File: src/sv/gssf_pkg.sv
// Package of types, constants and kernel weights for the smoothed slope filter.
package gssf_pkg;

    localparam int KERNEL_RADIUS = 4;
    localparam int TAPS = 2 * KERNEL_RADIUS + 1;
    localparam int LAG = KERNEL_RADIUS + 1;

    localparam logic [23:0] SLOPE_SCALE = 24'd10000000;
    localparam logic [15:0] MIN_STEP_RESET = 16'd1000;
    localparam logic [23:0] CLAMP_LOW_RESET = 24'hFB0000;
    localparam logic [22:0] CLAMP_HIGH_RESET = 23'd1245184;

    localparam logic [1:0] CFG_MIN_STEP = 2'd0;
    localparam logic [1:0] CFG_CLAMP_LOW = 2'd1;
    localparam logic [1:0] CFG_CLAMP_HIGH = 2'd2;

    typedef struct packed {
        logic [31:0] sample_time_us;
        logic signed [23:0] sample_value;
        logic end_of_series;
    } t_in_item;

    typedef struct packed {
        logic [31:0] out_time_us;
        logic signed [23:0] smoothed_slope;
        logic last_result;
    } t_out_item;

    typedef enum logic [3:0] {
        S_IDLE,
        S_SLOPE,
        S_MUL,
        S_DIVSET,
        S_DIV,
        S_SLOPE_END,
        S_EMIT_START,
        S_TAP_LOAD,
        S_EMIT
    } t_state;

    function automatic logic [13:0] gauss_weight(input logic [3:0] k);
        logic [13:0] w;
        case (k)
            4'd0, 4'd8: w = 14'd3165;
            4'd1, 4'd7: w = 14'd5500;
            4'd2, 4'd6: w = 14'd8162;
            4'd3, 4'd5: w = 14'd10343;
            4'd4: w = 14'd11193;
            default: w = 14'd0;
        endcase
        return w;
    endfunction

endpackage

File: src/sv/gaussian_smoothed_slope_filter_top.sv
// Gaussian-smoothed slope filter: bit-serial slope, smoothing and clamping of a sample series.
//
// Input items (time, value, end flag) enter on the in channel; an item is taken when
// i_in_valid is high and o_in_stall is low. Result items leave on the out channel and are
// taken when o_out_valid is high and i_out_stall is low. Registers are written through the
// cfg channel (index 0 minimum step, 1 lower clamp, 2 upper clamp); the user must write
// them only while the block is idle, which the block itself does not enforce. Each slope
// passes a shift-add multiplier (one bit of the scale a cycle) and a restoring divider
// (one quotient bit a cycle). Each result runs a multiply-accumulate over up to nine taps,
// one weight bit a cycle, then the same divider. A final item computes two slopes and up
// to six results. Results lag the input by five samples; the final item flushes the
// remainder. o_in_stall is high while an item is being worked on. The output register lets
// the next item enter while a result waits; a held result only blocks the loading of the
// next one. Reset restores the register defaults and starts a new, empty series.
module gaussian_smoothed_slope_filter_top (
    input  logic                i_clk,
    input  logic                i_rst_n,
    input  logic                i_in_valid,
    output logic                o_in_stall,
    input  gssf_pkg::t_in_item  i_in_data,
    output logic                o_out_valid,
    input  logic                i_out_stall,
    output gssf_pkg::t_out_item o_out_data,
    input  logic                i_cfg_valid,
    output logic                o_cfg_ready,
    input  logic [1:0]          i_cfg_index,
    input  logic [23:0]         i_cfg_data
);
    import gssf_pkg::*;

    t_state r_state, n_state;
    logic [15:0] r_min;
    logic [23:0] r_clo;
    logic [22:0] r_chi;
    logic [31:0] r_th [0:5];
    logic [31:0] n_th [0:5];
    logic [23:0] r_vh [0:2];
    logic [23:0] n_vh [0:2];
    logic [31:0] r_rr [0:9];
    logic [31:0] n_rr [0:9];
    logic [3:0] r_seen, n_seen, r_m, n_m, r_qc, n_qc, r_k, n_k;
    logic r_last, n_last, r_pass, n_pass, r_smooth, n_smooth, r_neg, n_neg;
    logic [48:0] r_acc, n_acc, r_ma, n_ma, r_dq, n_dq;
    logic [23:0] r_mb, n_mb;
    logic [31:0] r_rem, n_rem, r_dd, n_dd;
    logic [5:0] r_cnt, n_cnt;
    logic [16:0] r_ws, n_ws;
    logic r_ov, n_ov;
    t_out_item r_od, n_od;

    logic in_acc, use_c, ge, incl;
    logic [31:0] t0, sat, sm, lo, hi, clamped;
    logic [23:0] v0;
    logic [32:0] dt, rem_sh, rem_sub;
    logic [24:0] dv;
    logic [4:0] q;
    logic [3:0] qmin, qmax, qfirst;
    logic [2:0] tidx;
    logic [13:0] w;

    assign o_in_stall = (r_state != S_IDLE);
    assign o_cfg_ready = 1'b1;
    assign o_out_valid = r_ov;
    assign o_out_data = r_od;
    assign in_acc = i_in_valid && !o_in_stall;

    always_comb begin
        use_c = !r_pass && (r_m >= 4'd2);
        t0 = use_c ? r_th[3] : r_th[4];
        v0 = use_c ? r_vh[0] : r_vh[1];
        dt = {1'b0, r_th[5]} - {1'b0, t0};
        dv = {r_vh[2][23], r_vh[2]} - {v0[23], v0};
        rem_sh = {r_rem, r_dq[48]};
        rem_sub = rem_sh - {1'b0, r_dd};
        ge = (rem_sh >= {1'b0, r_dd});
        if (r_neg) begin
            sat = ((|r_dq[48:32]) || (r_dq[31] && (|r_dq[30:0])))
                ? 32'h80000000 : (~r_dq[31:0] + 32'd1);
            sm = ~r_dq[31:0] + 32'd1;
        end else begin
            sat = (|r_dq[48:31]) ? 32'h7FFFFFFF : r_dq[31:0];
            sm = r_dq[31:0];
        end
        lo = {{8{r_clo[23]}}, r_clo};
        hi = {9'd0, r_chi};
        clamped = ($signed(sm) < $signed(lo)) ? lo : sm;
        if ($signed(clamped) > $signed(hi)) begin
            clamped = hi;
        end
        qmin = 4'd9 - r_m;
        qmax = r_last ? 4'd9 : 4'd8;
        qfirst = (qmin > 4'd4) ? qmin : 4'd4;
        q = {1'b0, r_qc} + {1'b0, r_k} - 5'd4;
        incl = (q >= {1'b0, qmin}) && (q <= {1'b0, qmax});
        w = gauss_weight(r_k);
        tidx = 3'(r_qc - 4'd4);
    end

    always_comb begin
        n_state = r_state;
        n_th = r_th;
        n_vh = r_vh;
        n_rr = r_rr;
        n_seen = r_seen;
        n_m = r_m;
        n_qc = r_qc;
        n_k = r_k;
        n_last = r_last;
        n_pass = r_pass;
        n_smooth = r_smooth;
        n_neg = r_neg;
        n_acc = r_acc;
        n_ma = r_ma;
        n_mb = r_mb;
        n_dq = r_dq;
        n_rem = r_rem;
        n_dd = r_dd;
        n_cnt = r_cnt;
        n_ws = r_ws;
        n_ov = r_ov && i_out_stall;
        n_od = r_od;
        case (r_state)
            S_IDLE: begin
                if (in_acc) begin
                    for (int i = 0; i < 5; i++) begin
                        n_th[i] = r_th[i + 1];
                    end
                    n_th[5] = i_in_data.sample_time_us;
                    n_vh[0] = r_vh[1];
                    n_vh[1] = r_vh[2];
                    n_vh[2] = i_in_data.sample_value;
                    n_rr[9] = 32'd0;
                    n_m = r_seen;
                    n_last = i_in_data.end_of_series;
                    n_pass = 1'b0;
                    if (i_in_data.end_of_series) begin
                        n_seen = 4'd0;
                    end else begin
                        n_seen = (r_seen == 4'd9) ? 4'd9 : r_seen + 4'd1;
                    end
                    n_state = (r_seen != 4'd0) ? S_SLOPE : S_EMIT_START;
                end
            end
            S_SLOPE: begin
                n_smooth = 1'b0;
                n_acc = 49'd0;
                if (dt[32] || (dt[31:0] <= {16'd0, r_min})) begin
                    n_dq = 49'd0;
                    n_neg = 1'b0;
                    n_state = S_SLOPE_END;
                end else begin
                    n_ma = {{24{dv[24]}}, dv};
                    n_mb = SLOPE_SCALE;
                    n_dd = dt[31:0];
                    n_state = S_MUL;
                end
            end
            S_MUL: begin
                if (r_mb[0]) begin
                    n_acc = r_acc + r_ma;
                end
                n_ma = {r_ma[47:0], 1'b0};
                n_mb = {1'b0, r_mb[23:1]};
                if (r_mb[23:1] == 23'd0) begin
                    if (r_smooth) begin
                        n_k = r_k + 4'd1;
                        n_state = S_TAP_LOAD;
                    end else begin
                        n_state = S_DIVSET;
                    end
                end
            end
            S_DIVSET: begin
                n_neg = r_acc[48];
                n_dq = r_acc[48] ? (~r_acc + 49'd1) : r_acc;
                n_rem = 32'd0;
                n_cnt = 6'd0;
                if (r_smooth) begin
                    n_dd = {15'd0, r_ws};
                end
                n_state = S_DIV;
            end
            S_DIV: begin
                n_rem = ge ? rem_sub[31:0] : rem_sh[31:0];
                n_dq = {r_dq[47:0], ge};
                n_cnt = r_cnt + 6'd1;
                if (r_cnt == 6'd48) begin
                    n_state = r_smooth ? S_EMIT : S_SLOPE_END;
                end
            end
            S_SLOPE_END: begin
                if (!r_pass) begin
                    for (int i = 0; i < 8; i++) begin
                        n_rr[i] = r_rr[i + 1];
                    end
                    n_rr[8] = sat;
                    if (r_last) begin
                        n_pass = 1'b1;
                        n_state = S_SLOPE;
                    end else begin
                        n_state = S_EMIT_START;
                    end
                end else begin
                    n_rr[9] = sat;
                    n_state = S_EMIT_START;
                end
            end
            S_EMIT_START: begin
                n_acc = 49'd0;
                n_ws = 17'd0;
                n_k = 4'd0;
                n_smooth = 1'b1;
                if (!r_last && r_m >= 4'd5) begin
                    n_qc = 4'd4;
                    n_state = S_TAP_LOAD;
                end else if (r_last && r_m >= 4'd2) begin
                    n_qc = qfirst;
                    n_state = S_TAP_LOAD;
                end else begin
                    n_state = S_IDLE;
                end
            end
            S_TAP_LOAD: begin
                if (r_k == 4'd9) begin
                    n_state = S_DIVSET;
                end else if (incl) begin
                    n_ma = {{17{r_rr[q[3:0]][31]}}, r_rr[q[3:0]]};
                    n_mb = {10'd0, w};
                    n_ws = r_ws + {3'd0, w};
                    n_state = S_MUL;
                end else begin
                    n_k = r_k + 4'd1;
                end
            end
            S_EMIT: begin
                if (!r_ov || !i_out_stall) begin
                    n_ov = 1'b1;
                    n_od.out_time_us = r_th[tidx];
                    n_od.smoothed_slope = clamped[23:0];
                    n_od.last_result = r_last && (r_qc == 4'd9);
                    if (r_last && r_qc != 4'd9) begin
                        n_qc = r_qc + 4'd1;
                        n_k = 4'd0;
                        n_acc = 49'd0;
                        n_ws = 17'd0;
                        n_state = S_TAP_LOAD;
                    end else begin
                        n_state = S_IDLE;
                    end
                end
            end
            default: n_state = S_IDLE;
        endcase
    end

    always_ff @(posedge i_clk) begin
        if (!i_rst_n) begin
            r_state <= S_IDLE;
            r_seen <= 4'd0;
            r_ov <= 1'b0;
            r_min <= MIN_STEP_RESET;
            r_clo <= CLAMP_LOW_RESET;
            r_chi <= CLAMP_HIGH_RESET;
        end else begin
            r_state <= n_state;
            r_seen <= n_seen;
            r_ov <= n_ov;
            if (i_cfg_valid && o_cfg_ready) begin
                case (i_cfg_index)
                    CFG_MIN_STEP: r_min <= i_cfg_data[15:0];
                    CFG_CLAMP_LOW: r_clo <= i_cfg_data;
                    CFG_CLAMP_HIGH: r_chi <= i_cfg_data[22:0];
                    default: ;
                endcase
            end
        end
    end

    always_ff @(posedge i_clk) begin
        r_th <= n_th;
        r_vh <= n_vh;
        r_rr <= n_rr;
        r_m <= n_m;
        r_qc <= n_qc;
        r_k <= n_k;
        r_last <= n_last;
        r_pass <= n_pass;
        r_smooth <= n_smooth;
        r_neg <= n_neg;
        r_acc <= n_acc;
        r_ma <= n_ma;
        r_mb <= n_mb;
        r_dq <= n_dq;
        r_rem <= n_rem;
        r_dd <= n_dd;
        r_cnt <= n_cnt;
        r_ws <= n_ws;
        r_od <= n_od;
    end

`ifndef SYNTHESIS
    a_busy_after_accept: assert property (@(posedge i_clk) disable iff (!i_rst_n)
        (i_in_valid && !o_in_stall) |=> o_in_stall)
        else $error("block took a second item without working on the first");
    a_seen_range: assert property (@(posedge i_clk) disable iff (!i_rst_n)
        r_seen <= 4'd9)
        else $error("sample count beyond kernel width");
    a_rem_below: assert property (@(posedge i_clk) disable iff (!i_rst_n)
        (r_state == S_DIV) |-> (r_rem < r_dd))
        else $error("divider remainder not below divisor");
    a_centre_range: assert property (@(posedge i_clk) disable iff (!i_rst_n)
        (r_state == S_TAP_LOAD) |-> (r_qc >= 4'd4 && r_qc <= 4'd9))
        else $error("kernel centre out of range");
`endif

endmodule

File: config.mk
export PLATFORM = sky130hd
export DESIGN_NAME = gaussian_smoothed_slope_filter_top
export DESIGN_NICKNAME = d
export VERILOG_FILES = /design/src/sv/gssf_pkg.sv /design/src/sv/gaussian_smoothed_slope_filter_top.sv
export SDC_FILE = /design/constraint.sdc
export NUM_CORES = 2
export LEC_CHECK = 0
export BUFFER_PORTS_ARGS = -buffer_cell sky130_fd_sc_hd__buf_2
export CORE_MARGIN = 10
export CORE_UTILIZATION = 35
export DETAILED_ROUTE_END_ITERATION = 16
export PLACE_DENSITY = 0.52
export SYNTH_ARGS = -nofsm -noshare
export SYNTH_HDL_FRONTEND = slang
export SYNTH_SLANG_ARGS = --single-unit
File: constraint.sdc
create_clock -name i_clk -period 46.8 [get_ports i_clk]
set_input_delay 4.68 -clock i_clk [delete_from_list [all_inputs] [get_ports i_clk]]
set_output_delay 4.68 -clock i_clk [all_outputs]
set_load 0.01 [all_outputs]
==> flow_metrics.env <==
export IMPL_yosys_area_top_type_share_pct=54.2
export IMPL_worstMarginPinSlew_ns=1.24
export IMPL_rows=139
export IMPL_final_setup_tns_ns=0
export IMPL_finalHoldViolCount=0
export IMPL_seq_power_share_pct=35.8
export IMPL_gp_congestion=0.883
export IMPL_wl_mm=135
export IMPL_cp_cell_sequence="inv_1, ha_1, a211oi_1, a21oi_4, buf_4, mux2i_1, ha_1, nand2_1, o21bai_1, a211oi_1, nor2_1, o221ai_1, xor2_1, ha_1, and3_1, nand4_1, or2_2, o22a_1, nor4b_1, nand4_1, nor3_1, o21ai_0, nand3_2, buf_4"
export IMPL_ys_types=78
export IMPL_grt_max_degree=208
export IMPL_finalNonFillerCells=6297
export IMPL_finalMaxSlewViolations=0
export IMPL_ys_seq_area_share_pct=57.5
export IMPL_syn2layout_area_growth_pct=13.3
export IMPL_cts_made_buffers=113
export IMPL_ys_top_cells_by_area="edfxtp_1 54%, ha_1 6.2%, mux4_2 4.3%"
export IMPL_clock_root_buffer="clkbuf_16"
export IMPL_crit_path_frequent_cell="ha_1"
export IMPL_pin_count=148
export IMPL_endpoint_kind="flip-flop"
export IMPL_synth_top_flop_cell="edfxtp_1"
export IMPL_worst_ir_drop_vdd_uv=44.3
export IMPL_start_util_pct=35.3
export IMPL_cpMaxStageDelayCell="a211oi_1"
export IMPL_switchingPower_mw=1.59
export IMPL_setup_viol=0
export IMPL_synth_edf_count=915
export IMPL_placed_area_mm2=0.0538
export IMPL_clkSlewWorstSetupHoldPaths_ns=0.06
export IMPL_die_area_mm2=0.161
export IMPL_swShare_pct=39.3
export IMPL_clk_latency_ns=0.77
export IMPL_combPwrFrac_pct=42.0
export IMPL_post_cts_buffers=0
export IMPL_ys_ff_latch=999
export IMPL_grt_first_pass_wirelength_mm=208
export IMPL_netlist_area_mm2=0.0507
export IMPL_synth_nets=4510
export IMPL_ctsHoldBuffers=0
export IMPL_synth_top_area_cell="edfxtp_1"
export IMPL_htreeDepth=3
export IMPL_min_path_cells=0
export IMPL_post_cts_resized=0
export IMPL_grt_overflow=0
export IMPL_grtUsageMet2_pct=27.2
export IMPL_ant_nets=0
export IMPL_syn_inst=4163
export IMPL_num_vias=33500
export IMPL_reg2reg_from="r_m[2]"
export IMPL_async_flop_share_pct=0
export IMPL_crit_arrival_ns=8.70
export IMPL_ys_warn_count=0
export IMPL_design_area_mm2=0.0575
export IMPL_drv_cap=0
export IMPL_hpwl_mm=94.3
export IMPL_start_kind="flip-flop"
export IMPL_status="finished clean"
export IMPL_grt_use_met1_pct=22.0
export IMPL_route_detailed_drc=0
export IMPL_first_iter_violations=2388
export IMPL_met3_usage_pct=2.40
export IMPL_dp_cells=6087
export IMPL_rrSetupSlack_ns=38.43
export IMPL_grt_busiest_layer="met2"
export IMPL_fin_crit_ns=8.37
export IMPL_r2r_cells=24
export IMPL_timing_final_crit_share_pct=17.9
export IMPL_skew_ns=0.0717
export IMPL_max_freq_mhz=120
export IMPL_clockPowerShare_pct=22.1
export IMPL_clock_sinks=999
export IMPL_dr_pass1_iters=7
export IMPL_slew_headroom_pct=17.2
export IMPL_antenna_found_initial=4
export IMPL_clk_path_buf_depth=3
export IMPL_synth_avg_cell_area_um2=12.2
export IMPL_hold_ws_ns=0.411
export IMPL_p_per_area_mw_per_mm2=70.3
export IMPL_rsz0062_at_grt="false"
export IMPL_die_h_um=401
export IMPL_cts_tree="built"
export IMPL_worstHoldStart="r_th[108]"
export IMPL_via_per_inst=5.31
export IMPL_layout_drive_gt1_share_pct=13.0
export IMPL_synthTopCellsByCount="915 x edfxtp_1, 454 x nand2_1, 269 x nor2_1"
export IMPL_fp_dieW_um=401
export IMPL_crit_type="flip-flop to flip-flop"
export IMPL_core_mm2=0.144
export IMPL_final_core_util_pct=40.0
export IMPL_track_usage_pct=16.3
export IMPL_cp_required_ns=47.14
export IMPL_grt_pass1_vias=33500
export IMPL_p_leak_nw=21.0
export IMPL_yosysMostFrequentCell="edfxtp_1"
export IMPL_reg2reg_to="r_dq[44]"
export IMPL_io_buffers=146
export IMPL_internal_power_mw=2.45
export IMPL_cp_max_fo=49
export IMPL_routedWlPerCell_um=21.5
export IMPL_critPathMaxStageDelay_ns=0.79
export IMPL_final_nets=4646
export IMPL_hold_class="flip-flop to flip-flop"
export IMPL_whs_endpoint="r_th[140]"
[cell type report]
class | instances | area, um^2
multi-input cells | 2799 | 20300
flip-flops and latches | 999 | 29200
clock buffers | 141 | 3030
well taps | 1903 | 2380
clock inverters | 68 | 703
fillers | 13600 | 86300
inverters | 184 | 698
repair buffers | 202 | 1160
diodes | 1 | 2.50
[registers in the layout, indices dropped and copies added, names as in the netlist, 12 cells and up]
signal	flops
r_dq	49
r_rr	320
r_rem	32
r_acc	49
o_out_data	57
r_th	192
w	12
r_clo	24
r_min	16
r_chi	23
r_mb	24
r_dd	32
r_ws	17
r_vh	72
r_ma	49
[placed cells by master, fill, tap and decap left out, types with 38 or more instances in the layout]
cell	instances
o21ai_0	259
mux2_2	57
inv_1	182
nor2_1	266
xor2_1	90
buf_4	55
clkbuf_16	115
ha_1	251
and3_1	38
a21oi_1	225
nand2_1	453
nor2b_1	38
a21boi_0	56
nor3_1	93
mux2i_1	139
xnor2_1	109
mux4_2	96
dfxtp_1	84
a21o_1	79
edfxtp_1	915
buf_2	146
nand3_1	48
[critical path, delay by kind of cell (launching register included)]
kind,cells,cell delay [ns]
muxes,1,0.20
DFF,1,0.44
and+or+nand+nor,9,2.44
xor gates and xnor gates,1,0.30
AOI/OAI and AO/OA,7,2.47
buffers and inverters,3,1.29
adders and majority gates,3,0.72
[per-layer routing]
layer	vias to the layer above	routed length (um)	part of all wire, %
met4	0	3920	2.9
li1	15900	-	-
met3	195	5240	3.9
met1	16600	61500	45
met5	-	0	0
met2	740	64800	48
[worst max path at each step]
stage | from | to | depth (start not counted)
2_1_floorplan | r_state[2] | r_rr[0] | 6
6_report | r_m[2] | r_dq[44] | 24
5_1_grt | r_dq[7] | o_out_data[14] | 28
3_3_place_gp | r_m[2] | r_dq[15] | 24
4_1_cts | r_m[2] | r_dq[39] | 24
3_5_place_dp | r_m[2] | r_dq[7] | 24
[cells by family after synthesis]
family          after synthesis  synth area share (%)
simple gates               1132                  10.3
flops                       999                  57.5
compound gates              914                  11.3
buf+inv                     365                  2.71
mux                         293                  8.29
fa+ha+maj                   259                  6.48
xor+xnor                    200                  3.45
other cells                   1               0.00739
[through the flow]
step / total power, mW / worst slack (ns)
floorplan: 2.64 / 26.01
finish: 4.04 / 38.43
global placement: 3.15 / 38.54
CTS: 4.08 / 38.46
global route: 4.31 / 38.01
detailed placement: 3.16 / 38.54
[power by group through the flow]
stage                     registers, mW  clock network (mW)  logic (mW)
after global routing               1.47               0.951        1.89
after floorplan                    1.42                   0        1.22
after detailed placement           1.46                   0        1.70
after CTS                          1.45               0.918        1.71
final                              1.45               0.894        1.70
after global placement             1.46                   0        1.69
Note: power is estimated with default switching activity, not from simulation.
